`config.mk`:
```
export PLATFORM = sky130hd
export DESIGN_NAME = rrc_ram
export DESIGN_NICKNAME = d
export VERILOG_FILES = /design/src/hw/rtl/rrc_ram.sv
export SDC_FILE = /design/constraint.sdc
export NUM_CORES = 1
export LEC_CHECK = 0
export BUFFER_PORTS_ARGS = -buffer_cell sky130_fd_sc_hd__buf_2
export CAP_MARGIN = 30
export CORE_ASPECT_RATIO = 0.9
export CORE_MARGIN = 8
export CORE_UTILIZATION = 45
export DETAILED_ROUTE_END_ITERATION = 16
export PLACE_DENSITY = 0.7
export SLEW_MARGIN = 20
export SYNTH_ARGS = -nofsm -noshare
export SYNTH_HDL_FRONTEND = slang
export SYNTH_SLANG_ARGS = --single-unit
```
`constraint.sdc`:
```
create_clock -name clk -period 1.8 [get_ports clk]
set_input_delay 0.36 -clock clk [delete_from_list [all_inputs] [get_ports clk]]
set_output_delay 0.36 -clock clk [all_outputs]
set_load 0.005 [all_outputs]
```
`src/hw/rtl/rrc_ram.sv`:
```
module rrc_ram #(
  parameter int WIDTH = 8,
  parameter int DEPTH = 16
) (
  input  logic                     clk,
  input  logic                     en,
  input  logic                     we,
  input  logic [$clog2(DEPTH)-1:0] addr,
  input  logic [WIDTH-1:0]         wdata,
  output logic [WIDTH-1:0]         rdata
);

  logic [WIDTH-1:0] mem [DEPTH];

  always_ff @(posedge clk) begin
    if (we) begin
      mem[addr] <= wdata;
    end
    if (en) begin
      rdata <= mem[addr];
    end
  end

endmodule

```
== Yosys cells after proc, flatten, opt, wreduce, memory -nomap -nowiden ==
Memory sizes are Yosys's and may differ from the RTL's. A register that Yosys moved wholly into a read port is not among the register bits.
Cells that the tools add are included.

* Mux-type cells: 2

{| class="wikitable"
|+ Operators with widths
! kind !! count
|-
| $mux W1 || 2
|}

* Logic and storage cells: 3
* Output and inout bits: 8
* Bits in registers: 0
* Memories kept: 1
* RAM bits: 128

{| class="wikitable"
|+ Memories
! name !! depth !! width !! read ports !! clocked after Yosys merged registers in !! wr ports !! RTL line !! source
|-
| mem || 16 || 8 || 1 || 1 || 1 || 13 || <nowiki>logic [WIDTH-1:0] mem [DEPTH];</nowiki>
|}

== Logic depth before layout (Yosys ltp) ==
Gate-level depths: netlist of the first run.

* Depth in word-level cells: 2
* Depth in mapped cells: 5
* Gate-level depth less buffers: 3

== Least setup slack after synthesis of the first run ==
OpenSTA, ideal clock, no wires.

* Path type: in2reg
* Start point: input addr[2]
* End point: memory mem[0][0], enable pin
* Arrival: 1.470 ns
* Cell stages on the path: 2
* Data required time: 1.417 ns
* Setup slack: -0.053 ns
* Path through: or3b_2 nor3_1

{| class="wikitable"
|+ RTL lines
! element !! RTL line !! source
|-
| from (decl) || 8 || <nowiki>input logic [$clog2(DEPTH)-1:0] addr,</nowiki>
|-
| to (decl) || 13 ||
|}

Straight into the memory's write port.

==> results of run 1 <==
==> sequential cells by signal (all words and copies together), names as in the netlist <==
signal / flops
mem: 128
rdata: 8
==> cells by family (layout without fill, tap and decap cells) <==
kind of cell	after synthesis	in the layout	synth area share, %
other	0	1	0
AND/OR/NAND/NOR	35	35	3.160
buffers and inverters	11	82	1.167
AO/OA/AOI/OAI	16	16	2.334
multiplexers	32	32	14.00
flip-flops	136	136	79.34
==> synth_stat cells <==
| cell | count | area [sq um] |
|---|---|---|
| or3b_2 | 1 | 8.760 |
| nand3b_1 | 2 | 15.01 |
| mux4_2 | 32 | 720.7 |
| a22oi_1 | 16 | 120.1 |
| buf_1 | 4 | 15.01 |
| nor2_1 | 13 | 48.80 |
| and2_1 | 1 | 6.260 |
| nor3_1 | 4 | 20.02 |
| buf_2 | 2 | 10.01 |
| nand3_1 | 1 | 5.000 |
| edfxtp_1 | 136 | 4084 |
| nor2b_1 | 2 | 12.51 |
| buf_6 | 2 | 22.52 |
| clkbuf_2 | 1 | 5.000 |
| clkbuf_1 | 2 | 7.510 |
| nand2_1 | 9 | 33.78 |
| nand2b_1 | 2 | 12.51 |
==> critical path: cells and delay by family (launching register included) <==
family | cells | cell delay (ns)
multiplexers | 1 | 0.46
AO/OA/AOI/OAI | 1 | 0.33
flip-flops | 1 | 0.37
AND/OR/NAND/NOR | 1 | 0.09
==> cell type report <==
cell class	count	area share, %
Clock buffer	18	6.852
Multi-Input combinational cell	83	16.10
Antenna cell	1	0.03995
Timing Repair Buffer	52	6.153
Clock inverter	12	2.537
Tap cell	156	3.116
Sequential cell	136	65.20
==> per-layer routing <==
metal	up-vias	routed length [um]	global-route usage (%)
met5	-	0	0
met4	0	100	6.530
met3	8	893	5.208
met2	96	4763	21.02
met1	1296	4253	18.58
li1	1094	-	-
==> path summary, 6_finish.rpt <==
check | from | end | slack, ns | cells after the start
worst min register to register | mem[14][1] | rdata[1] | 0.76 | 3
worst max-delay path | mem[0][7] | rdata[7] | 0.30 | 3
worst min-delay path | en | rdata[1] | 0.32 | 1
worst max register to register | mem[0][7] | rdata[7] | 0.30 | 3
==> cell usage in the layout (no fill, tap or decap), drive strengths merged <==
cell type and instances:
edfxtp 136, bufinv 4, mux4 32, clkinvlp 1, nand2b 2, nand3 1, nand3b 2, nor2 13
nor2b 2, and2 1, nor3 4, clkinv 7, clkbuf 18, nand2 9, buf 52, or3b 1
diode 1, a22oi 16
==> power by group through the flow <==
stage / Combinational, mW / Clock, mW / Sequential, mW
floorplan: 0.183 / 0 / 3.65
global placement: 0.339 / 0 / 3.65
detailed placement: 0.349 / 0 / 3.66
CTS: 0.350 / 3.49 / 3.59
global route: 0.373 / 3.63 / 3.60
finish: 0.344 / 3.43 / 3.59
==> per-stage QoR <==
stage,instance area (sq um),setup WS [ns]
final,6264,0.3011
after global placement,5673,-0.08192
after floorplan,5152,0.001895
after detailed placement,5673,-0.06619
after global routing,6261,0.2490
after CTS,6261,0.3300
==> results.ini, run 1 <==
[power_and_ir_drop]
vdd_ir_drop_max_v=0.0008082
switchingPower_mw=1.367
p_leak_nw=2.097
clkPwrFrac_pct=46.5
power.total_mw=7.364
switching_share_pct=18.56
power_density_nw_per_um2=1176
intPower_mw=5.998
p_seq_share_pct=48.8
comb_power_share_pct=4.7

[place]
hpwl_um=6542
portBuffers=22
place_inst=427
gp_congestion=0.7674

[clock_tree]
clk_pin_slew_ns=0.05
cts_tree=yes
clock_latency_ns=0.41
cts_hold_buffers=0
ctsResizeCount=0
htree_levels=4
cts.sinks=136
clockRootBuffer=clkbuf_16
post_cts_buffers=0
clock_path_buffers=2
cts_made_buffers=17

[floorplan]
die_w_um=128.7
die_area_sq_um=15120
num_io_pins=23
coreArea_sq_um=11300
initial_core_util_pct=45.57
die_y_um=117.5
num_rows=37

[routing]
drcViolationCount=0
vias_per_cell=5.445
dr.pass1.iters=4
wl_um=10010
drt_iter0_markers=287
dr_total_vias=2494
routedWlPerCell_um=21.86
antenna_left=0

[finish]
drive_above_1_share_pct=37.21
multi_input_area_sq_um=1008
instances_no_fill=458
seq_area_sq_um=4084
nFillCells=853
synthToLayoutAreaGrowth_pct=21.68
final_core_util_pct=55.45
nets=305

[synthesis]
synth.distinct_cells=17
synth_nets=245
syn-mean-instance-area_sq_um=22.38
ys_seq_area_share_pct=79.34
ys_ff_latch=136
ys_warn_count=0
syn_area_sq_um=5147
synthCells=230

[grt]
grt_overflow=0
grt_max_degree=21
antenna_found_initial=0
grt_pass1_wl_um=15530
grt_use_total_pct=14.31
grt_pass1_vias=2658

[setup_path]
worstPathCellList=mux4_2 -> a22oi_1 -> nand2_1
worstPathArrival_ns=1.66
crit_slowest_cell=mux4_2
cp-start-kind=flip-flop
end_kind=flip-flop
worstPathMaxFanout=1
slowest_delay_ns=0.46
path_class=flip-flop to flip-flop
cp.required_ns=1.96

[timing]
fin_worst_skew_ns=0.007648
tns_ns=0
setup_viol=0
rsz0062_at_grt=false
final-hold-violation-count=0
min_period_ns=1.499
maxSlewViolCount=0
worst_slew_pin_slew_ns=0.7438
min_period_over_period_pct=83.27
clock.fmax_ghz=0.6672
hold-worst-slack_ns=0.3174
max_slew_margin_pct=50.31

[status]
status=finished, final reports clean

[run]
maxCapViolations=0

[worst_hold_path]
holdCritPathClass=input port to flip-flop

Note: power is estimated with default switching activity, not from simulation.
==> run 2, diff against run 1 <==
--- a/config.mk
+++ b/config.mk
@@ -11,7 +11,7 @@
 export CORE_MARGIN = 8
 export CORE_UTILIZATION = 45
 export DETAILED_ROUTE_END_ITERATION = 16
-export PLACE_DENSITY = 0.7
+export PLACE_DENSITY = 0.67
 export SLEW_MARGIN = 20
 export SYNTH_ARGS = -nofsm -noshare
 export SYNTH_HDL_FRONTEND = slang
==> constraint.sdc (replaced) <==
create_clock -name clk -period 1.4 [get_ports clk]
set_input_delay 0.28 -clock clk [delete_from_list [all_inputs] [get_ports clk]]
set_output_delay 0.28 -clock clk [all_outputs]
set_load 0.005 [all_outputs]
==> results.ini, run 2 (synthesized netlist as in run 1, its figures left out) <==
[setup_path]
cp-start-kind=flip-flop
cp.required_ns=1.55
worstPathMaxFanout=1
end_kind=flip-flop
path_class=flip-flop to flip-flop
worstPathCellList=mux4_2 -> a22oi_1 -> nand2_1
critical_path_buf_inv_count=0
crit_slowest_cell=mux4_2
slowest_delay_ns=0.48
worstPathArrival_ns=1.57
rrSetupSlack_ns=-0.02
cp_top_family=multiplexers

[grt]
antenna_found_initial=0
grt_overflow=0
grt_max_degree=20
grt_pass1_wl_um=16420
grt_pass1_vias=2643
grt_use_total_pct=15.27

[timing]
clock.fmax_ghz=0.7051
fin_worst_skew_ns=0.005025
min_period_ns=1.418
rsz0062_at_grt=true
setup_slack_ns=-0.01827
maxSlewViolCount=0
hold-worst-slack_ns=0.2260
max_slew_margin_pct=43.95
worst_slew_pin_slew_ns=0.8390
min_period_over_period_pct=101.3
setup_viol=4
final-hold-violation-count=0

[routing]
routedWlPerCell_um=23.24
drcViolationCount=0
dr_total_vias=2465
vias_per_cell=5.335
wl_um=10740
dr.pass1.iters=4
antenna_left=0
drt_iter0_markers=213

[power_and_ir_drop]
power.total_mw=9.847
p_leak_nw=2.171
vdd_ir_drop_max_v=0.0009832
power_density_nw_per_um2=1484

[place]
hpwl_um=6782
portBuffers=22
pre_cts_ws_ns=-0.4360
gp_congestion=0.7666
post_dp_cell_area_sq_um=5966

[finish]
final_core_util_pct=58.73
largest-register=mem
antenna_cells=0
multi_input_area_sq_um=1204
fin_area_sq_um=6634
seq_area_sq_um=4084
nFillCells=814
nets=308
largest_reg_flops=128
reg.largest.list=mem (128), rdata (8)
mostFrequentLayoutCells=edfxtp_1, mux4_2, buf_2
drive_above_1_share_pct=46.73
final_common_cell=edfxtp_1
synthToLayoutAreaGrowth_pct=28.88

[floorplan]
die_area_sq_um=15120
initial_core_util_pct=45.57
die_y_um=117.5
num_rows=37
coreArea_sq_um=11300
num_io_pins=23
die_w_um=128.7

[clock_tree]
htree_levels=4
cts.sinks=136
clockRootBuffer=clkbuf_16
cts_tree=yes
clock_path_buffers=2
cts_hold_buffers=0
clk_pin_slew_ns=0.05
post_cts_buffers=0
clock_latency_ns=0.41
cts_made_buffers=17

[run]
maxCapViolations=0

[worst_hold_path]
holdCritPathClass=input port to flip-flop

[status]
status=complete, but fails checks
violations=negative setup slack

-- run 2: changes by cell type in the layout (fill, tap and decap cells not counted), sizes merged --
cell      before  now
diode          1    0
bufinv         4    5
clkbuf        18   21
clkinvlp       1    0
buf           52   55
clkinv         7    6
-- run 2: metrics by stage --
| stage | setup TNS [ns] | instances |
|---|---|---|
| final | -0.03470 | 462 |
| after global routing | -0.3448 | 462 |
| after detailed placement | -17.57 | 430 |
| after global placement | -16.45 | 430 |
| after CTS | -0.09449 | 462 |
| after floorplan | -0.7504 | 230 |
-- run 2: power by group --
group | internal, mW | switching, mW
Combinational | 0.237 | 0.309
Clock | 3.13 | 1.56
Sequential | 4.59 | 0.0226
Total | 7.96 | 1.89
-- run 2: repair_timing --
action                     CTS  global route
resized for setup            7             3
setup endpoints to repair    8             8
pin swaps                    4             4
-- run 2: cell type report --
type                            count  share of cell area [%]
Sequential cell                   136                   61.56
Clock buffer                       21                   6.639
Tap cell                          156                   2.942
Multi-Input combinational cell     83                   18.14
Clock inverter                     11                   2.678
Timing Repair Buffer               55                   8.035
-- run 2: worst paths after layout --
kind	from	endpoint	cells after the start
max reg2reg	mem[2][2]	rdata[2]	3
max	mem[2][2]	rdata[2]	3
min reg2reg	mem[10][0]	rdata[0]	3
min	en	rdata[4]	1
-- run 2: worst reg2reg max path: stages, from the launching register on --
cell      delay (ns)
edfxtp_1        0.38
mux4_2          0.48
a22oi_1         0.22
nand2_1         0.09
-- run 2: metal layers --
| metal | GRT usage, % | vias up | wire length (um) |
|---|---|---|---|
| met3 | 4.348 | 10 | 626 |
| li1 | - | 1100 | - |
| met5 | 0 | - | 0 |
| met4 | 5.429 | 0 | 125 |
| met2 | 23.60 | 75 | 5304 |
| met1 | 20.17 | 1280 | 4679 |
