--- config.mk ---
export PLATFORM = sky130hd
export DESIGN_NAME = rrc_match
export DESIGN_NICKNAME = d
export VERILOG_FILES = /design/src/hw/rtl/rrc_pkg.sv /design/src/hw/rtl/rrc_match.sv
export SDC_FILE = /design/constraint.sdc
export NUM_CORES = 1
export LEC_CHECK = 0
export ABC_CLOCK_PERIOD_IN_PS = 10400
export BUFFER_PORTS_ARGS = -buffer_cell sky130_fd_sc_hd__buf_2
export CAP_MARGIN = 5
export CORE_MARGIN = 5
export CORE_UTILIZATION = 35
export DETAILED_ROUTE_END_ITERATION = 10
export GPL_TIMING_DRIVEN = 0
export PLACE_DENSITY = 0.66
export SETUP_SLACK_MARGIN = 0.4
export SLEW_MARGIN = 5
export SYNTH_ARGS = -nofsm -noshare
export SYNTH_HDL_FRONTEND = slang
export SYNTH_SLANG_ARGS = --single-unit
--- constraint.sdc ---
create_clock -name vclk -period 10.4
set_input_delay 0 -clock vclk [all_inputs]
set_output_delay 0 -clock vclk [all_outputs]
set_load 0.02 [all_outputs]
--- src/hw/rtl/rrc_pkg.sv ---
package rrc_pkg;

  localparam int MAX_STAGES        = 7;
  localparam int ENTRIES_PER_STAGE = 64;
  localparam int VALUE_BITS        = 48;

  localparam int TABLE_DEPTH = MAX_STAGES * ENTRIES_PER_STAGE;
  localparam int ADDR_W      = $clog2(TABLE_DEPTH);
  localparam int CNT_W       = $clog2(ENTRIES_PER_STAGE + 1);
  localparam int KIDX_W      = (ENTRIES_PER_STAGE > 1) ? $clog2(ENTRIES_PER_STAGE) : 1;
  localparam int SCNT_W      = $clog2(MAX_STAGES + 1);

  localparam int REQ_W   = 2;
  localparam int STAGE_W = 3;
  localparam int CFG_W   = 3;

  typedef enum logic [REQ_W-1:0] {
    REQ_LOAD      = 2'd0,
    REQ_TRANSLATE = 2'd1,
    REQ_CLEAR     = 2'd2,
    REQ_NOP       = 2'd3
  } req_t;

  typedef enum logic [1:0] {
    S_IDLE,
    S_STAGE,
    S_SCAN,
    S_DONE
  } state_t;

  typedef struct packed {
    logic [VALUE_BITS-1:0] dest;
    logic [VALUE_BITS-1:0] src;
    logic [VALUE_BITS-1:0] len;
  } entry_t;

  localparam int ENTRY_W = $bits(entry_t);

endpackage

--- src/hw/rtl/rrc_match.sv ---
module rrc_match (
  input  logic [rrc_pkg::VALUE_BITS-1:0] value,
  input  rrc_pkg::entry_t                entry,
  output logic                           hit,
  output logic [rrc_pkg::VALUE_BITS-1:0] remapped
);
  import rrc_pkg::*;

  logic [VALUE_BITS:0] diff;

  // value - src with borrow; borrow clear means value >= src
  assign diff     = {1'b0, value} - {1'b0, entry.src};
  assign hit      = !diff[VALUE_BITS] && (diff[VALUE_BITS-1:0] < entry.len);
  assign remapped = diff[VALUE_BITS-1:0] + entry.dest;

endmodule

Yosys cells after proc, flatten, opt, wreduce, memory -nomap -nowiden
Index checks and enable logic that the tools add are counted.
Widths: inputs -> output; s select.
{"block": "totals", "mem_bits_ro": 0, "register_bits": 0, "inputBits": 192, "mem_count": 0, "ram_bits": 0, "latchBits": 0}
{"block": "op_classes", "reduce_logical": 2, "n_eq_ne": 0, "multipliers": 0, "bitwise": 0, "muxes": 0, "div_mod_pow": 0, "shifts": 0, "add_sub_neg": 2, "n_lt_le_gt_ge": 1}
{"operator": "$sub 48x48->49", "n": 1}
{"operator": "$add 48x48->48", "n": 1}
{"operator": "$lt 48x48->1", "n": 1}
{"operator": "$logic_and 1x1->1", "n": 1}
{"operator": "$logic_not 1->1", "n": 1}

Logic depth before layout (Yosys ltp)
Gate-level depths: netlist of run 1.
{"block": "logic_depth", "depth_word": 3, "depth_mapped": 24}

Worst setup path after synthesis of run 1
Ideal clock, no wire load.
{"block": "synth_timing", "path_kind": "input-to-output", "start": "input entry[52] (netlist bit)", "end": "output remapped[46] (netlist bit)", "arrival_ps": 4145, "slack_ps": 6255, "t_required_ps": 10400, "cell_stages": 24, "cell_sequence": "inv_1 > ha_1 > a21o_1 > or3_1 > o211ai_2 > and2_2 > o21a_1 > o21ai_0 > a21oi_1 > nor3_1 > nor2_1 > xnor2_1 > ha_1 > buf_2 > a21o_1 > a21o_1 > a21oi_1 > o21ai_1 > a41oi_1 > o21ai_1 > a221oi_2 > o21ai_1 > a221oi_2 > xnor2_1"}
{"block": "synth_via", "elab_chain_cells": 2}
{"element": "start, declared", "line_no": "rrc_match.sv:3", "source": "input rrc_pkg::entry_t entry,"}
{"element": "$sub 48x48->49", "line_no": "rrc_match.sv:12", "source": "assign diff = {1'b0, value} - {1'b0, entry.src};"}
{"element": "$add 48x48->48", "line_no": "rrc_match.sv:14", "source": "assign remapped = diff[VALUE_BITS-1:0] + entry.dest;"}
{"element": "end, declared", "line_no": "rrc_match.sv:5", "source": "output logic [rrc_pkg::VALUE_BITS-1:0] remapped"}
No other way between the ends.

Worst setup path in the final report of run 1
{"block": "layout_timing", "start": "input value[4] (netlist bit)", "end": "output remapped[46] (netlist bit)"}
{"block": "layout_via", "elab_chain_cells": 2}
{"element": "start, declared", "line_no": "rrc_match.sv:2", "source": "input logic [rrc_pkg::VALUE_BITS-1:0] value,"}
{"element": "$sub 48x48->49", "line_no": "rrc_match.sv:12"}
{"element": "$add 48x48->48", "line_no": "rrc_match.sv:14"}
No other way between the ends.

==> results.cfg, run 1 <==
[sta]
finalSetupViolations = 0
hold_viol = 0
fin_crit_ns = 5.083
rsz0062_at_grt = no
post-route-period-util_pct = 48.88
slew_violations = 0
slew_headroom_pct = 55.26
worstMarginPinSlew_ns = 0.6625
fin_tns_setup_ns = 0
clock.fmax_mhz = 196.7

[final_layout]
seqCellArea_sq_um = 0
nets = 1501
fin_cells = 1393
seq_cell_count = 0
clkbuf_count = 0
drive_gt1_share_pct = 23.22
n_fill_cell = 1938
fin_util_pct = 43.85
area_growth_pct = 23.33

[worst_setup_path]
end_kind = output pin
cp_max_fo = 7
path_class = primary input to output pin
slowest_delay_ns = 0.36
crit_family = compound AO/OA/AOI/OAI gates
crit_slowest_cell = or3_1
worstPathRequired_ns = 10.40
crit_path_start_kind = primary input
crit_buf_inv = 3
cp.arrival_ns = 5.08

[power_and_ir_drop]
power_density_mw_per_mm2 = 135.4
peakVddDrop_uv = 99.63
leakage_uw = 0.004346
power_uw = 1070

[routing]
via_per_inst = 5.149
dr.pass1.iters = 5
postRouteAntennaNets = 0
drc = 0
drtIter0Drc = 331
vias = 7172
wirelength_microns = 20550
wl_per_cell_microns = 14.75

[place]
port_buffers = 241
gp_congestion = 0.8900
place_inst = 1392
hpwl_microns = 18660

[logic_synthesis]
syn-mean-instance-area_sq_um = 6.951
synth_nets = 1258
yosysSeqAreaShare_pct = 0
synth_area_leaders = ha_1, a21oi_1, xnor2_1
synthCells = 922
netlist_area_sq_mm = 0.006409
yosysTopAreaCell = ha_1
synth-warning-count = 0
synth.distinct_cells = 67
synth_top_area_share_pct = 27.72

[min_path]
worstHoldPathType = primary input to output pin

[floorplan]
die_area_sq_mm = 0.02112
initial_core_util_pct = 35.55
io_pins = 241
die_h_microns = 145.3
rows = 49
fp.coreArea_sq_mm = 0.01802
dieWidth_microns = 145.3

[global_routing]
grt_max_degree = 10
grt-ovfl-total = 0
grt_pass1_vias = 6819
grt_pass1_wl_microns = 33130
grtUsageTotal_pct = 18.07
antenna_found_initial = 4

[outcome]
status = completed

[job]
drv_cap = 0

[clock_network]
hold_buffers = 0
post_cts_buffers = 0
cts_resized = 0
power by group:
part	internal (uW)	total (uW)	leakage [uW]	switching (uW)
combinational	414	1070	0.00435	656
sequential	0	0	0	0
clock	0.0000128	0.0000129	0.00000000634	0
per-layer routing:
metal | up-vias | GRT usage (%) | share of wire (%)
met5 | - | 0 | 0.13
met4 | 6 | 1.259 | 1.2
met3 | 22 | 1.653 | 4.4
met2 | 180 | 32.22 | 48
met1 | 3140 | 24.71 | 47
li1 | 3824 | - | -
cells in the final DEF (no fill, tap or decap), drive strengths merged, types with 3 or more instances in the layout:
cell,synthesis,routed
and2,5,5
nor2,54,54
inv,117,117
nor3,17,17
nand2,63,63
nand4,26,26
o21a,14,14
xor2,26,26
a221oi,4,4
o21bai,13,13
nand2b,13,13
a211o,3,3
nor2b,15,15
o21ai,59,59
a31oi,13,13
clkbuf,12,12
buf,4,245
a2111oi,4,4
xnor2,61,61
a21o,58,58
a21boi,5,5
o211ai,9,9
ha,142,142
nand3,19,19
a211oi,12,12
and3,7,7
a21oi,114,114
a41oi,3,3
per-stage QoR:
step	hold WS [ns]	area [sq um]	setup slack, ns
floorplan	0.2104	6409	6.255
global placement	0.3407	7901	5.443
detailed placement	0.3440	7901	5.434
CTS	0.3445	7901	5.403
global route	0.3644	7904	4.935
finish	0.3398	7904	5.317
final cells by class:
| type | count | area (sq um) | area share, % |
|---|---|---|---|
| diodes | 1 | 2.502 | 0.03166 |
| well taps | 229 | 286.5 | 3.625 |
| plain buffers | 16 | 65.06 | 0.8232 |
| inverters | 117 | 439.2 | 5.556 |
| repair buffers | 241 | 1206 | 15.26 |
| multi-input cells | 789 | 5904 | 74.70 |
cells by family after synthesis:
group | count (synthesis) | share of synthesized area (%)
compound gates | 331 | 34.32
buf+inv | 133 | 7.868
fa+ha+maj | 144 | 28.35
xor+xnor | 88 | 12.36
simple gates | 226 | 17.10
worst paths after layout:
kind | startpoint | to | slack (ns) | cells after the start
worst min-delay path | entry[96] | remapped[0] | 0.34 | 3
worst max-delay path | value[4] | remapped[46] | 5.32 | 25
synthesized netlist by cell type (4+ instances only):
library cell,n
o21ai_0,39
xnor2_1,60
nor3_1,16
a21oi_1,111
and2_1,4
xor2_1,26
and3_1,7
nand3_1,18
buf_2,4
clkbuf_1,12
ha_1,142
o21ai_1,19
a21o_1,57
inv_1,117
o21a_1,14
o21bai_1,12
a211oi_1,11
a31oi_1,11
nor2b_1,15
nor2_1,53
nand2b_1,13
o211ai_1,6
nand2_1,63
nand4_1,26
(Power assumes the default switching activity.)
==> run 2, diff against run 1 <==
- ABC_CLOCK_PERIOD_IN_PS: 10400 -> 4700
- clock period: 10.4 -> 4.7 ns (I/O delays scaled with it)
==> run 2 against run 1 <==
Against the previous run: count of clock-buffer cells in the layout unchanged; utilization increased by 6.2 points; flip-flop and latch count unchanged; die area unchanged; cell area increased by 14%; first-iteration DRC count decreased by 11%; global-route usage increased by 0.54 points; cell count increased by 4.1%; worst setup slack got worse by 5.0 ns; sequential share of layout area unchanged; non-clock buffer count increased by 56; total power increased to 2.6 times the previous value.
==> results.cfg, run 2 (synthesized netlist as in run 1, its figures left out) <==
[place]
place_inst = 1392
hpwl_microns = 18660
gp_congestion = 0.8900
port_buffers = 241

[floorplan]
rows = 49
die_area_sq_mm = 0.02112
initial_core_util_pct = 35.55
die_h_microns = 145.3
fp.coreArea_sq_mm = 0.01802
dieWidth_microns = 145.3
io_pins = 241

[global_routing]
antenna_found_initial = 5
grt-ovfl-total = 0
grt_pass1_wl_microns = 34160
grt_max_degree = 10
grtUsageTotal_pct = 18.61
grt_pass1_vias = 7087

[final_layout]
area_growth_pct = 40.63
drive_gt1_share_pct = 34.13
seq_cell_count = 0
nets = 1557
fin_cells = 1450
clkbuf_count = 0
fin_util_pct = 50.00
seqCellArea_sq_um = 0
layout_commonest_cell = buf_2
final_cell_mix = buf_2, ha_1, inv_1

[worst_setup_path]
crit_start = entry[52]
cp-endpoint = remapped[46]
end_kind = output pin
crit_path_start_kind = primary input
cp.depth = 26
path_class = primary input to output pin
critPathMostFrequentCell = o21ai_2
cp_max_fo = 4
crit_buf_inv = 4
slowest_delay_ns = 0.35
crit_family = compound AO/OA/AOI/OAI gates
worstPathRequired_ns = 4.70
crit_slowest_cell = or3_4
cp.arrival_ns = 4.34

[sta]
rsz0062_at_grt = yes
slew_violations = 0
hold_viol = 0
fin_crit_ns = 4.340
finalSetupViolations = 0
fin_tns_setup_ns = 0
clock.fmax_mhz = 230.4
post-route-period-util_pct = 92.35
worstMarginPinSlew_ns = 0.4600
slew_headroom_pct = 69.00
hold_ws_ns = 0.3398

[job]
drv_cap = 0

[outcome]
status = completed

[power_and_ir_drop]
leakage_uw = 0.004794
power_uw = 2802
power_density_mw_per_mm2 = 310.9
peakVddDrop_uv = 225.2

[routing]
postRouteAntennaNets = 0
dr.pass1.iters = 6
wl_per_cell_microns = 15.22
drc = 0
wirelength_microns = 22070
drtIter0Drc = 295
vias = 7576
via_per_inst = 5.225

[min_path]
worstHoldPathType = primary input to output pin

[clock_network]
hold_buffers = 0
[run 2: metal layers]
layer	vias up	GRT usage, %	wire length, microns
met4	6	1.679	323
met1	3412	24.95	9859
met5	-	0	22
li1	3930	-	-
met2	196	33.63	10850
met3	32	1.684	1010
[run 2: tightest hold or removal path, delay by kind of cell]
family | cells | cell delay [ns]
adders and majority gates | 1 | 0.11
buffers and inverters | 2 | 0.23
[run 2: power breakdown]
group / internal, uW / leakage [uW] / switching, uW
sequential: 0 / 0 / 0
clock: 0.0000569 / 0.0000000127 / 0
combinational: 1190 / 0.00479 / 1610
total: 1190 / 0.00479 / 1610
[run 2: area by class of cell]
cell class         count  area, sq um
plain buffers         16        96.34
well taps            229        286.5
multi-input cells    789         6480
fillers             1807         9012
diodes                 2        5.005
inverters            117        441.7
repair buffers       297         1703
[run 2: stage by stage]
stage	worst slack [ns]	instance area, sq um
after floorplan	0.5552	6409
after global placement	-0.2572	7901
after detailed placement	-0.2664	7901
after CTS	0.3035	8384
after global routing	0.1770	9012
final	0.3597	9012
[run 2: worst min-delay path by stage]
stage | startpoint | end | slack (ns) | depth (start not counted)
finish | entry[96] | remapped[0] | 0.34 | 3
CTS | entry[96] | remapped[0] | 0.34 | 3
global route | entry[96] | remapped[0] | 0.36 | 3
floorplan | entry[96] | remapped[0] | 0.21 | 1
detailed placement | entry[96] | remapped[0] | 0.34 | 3
global placement | entry[96] | remapped[0] | 0.34 | 3
[run 2: what timing repair did]
item | 4_1_cts | 5_1_grt
buffers inserted | 29 | 27
endpoints found under the setup margin | 19 | 22
endpoints found under the hold margin | 0 | 0
pin swaps | 38 | 83
resized for setup | 59 | 110
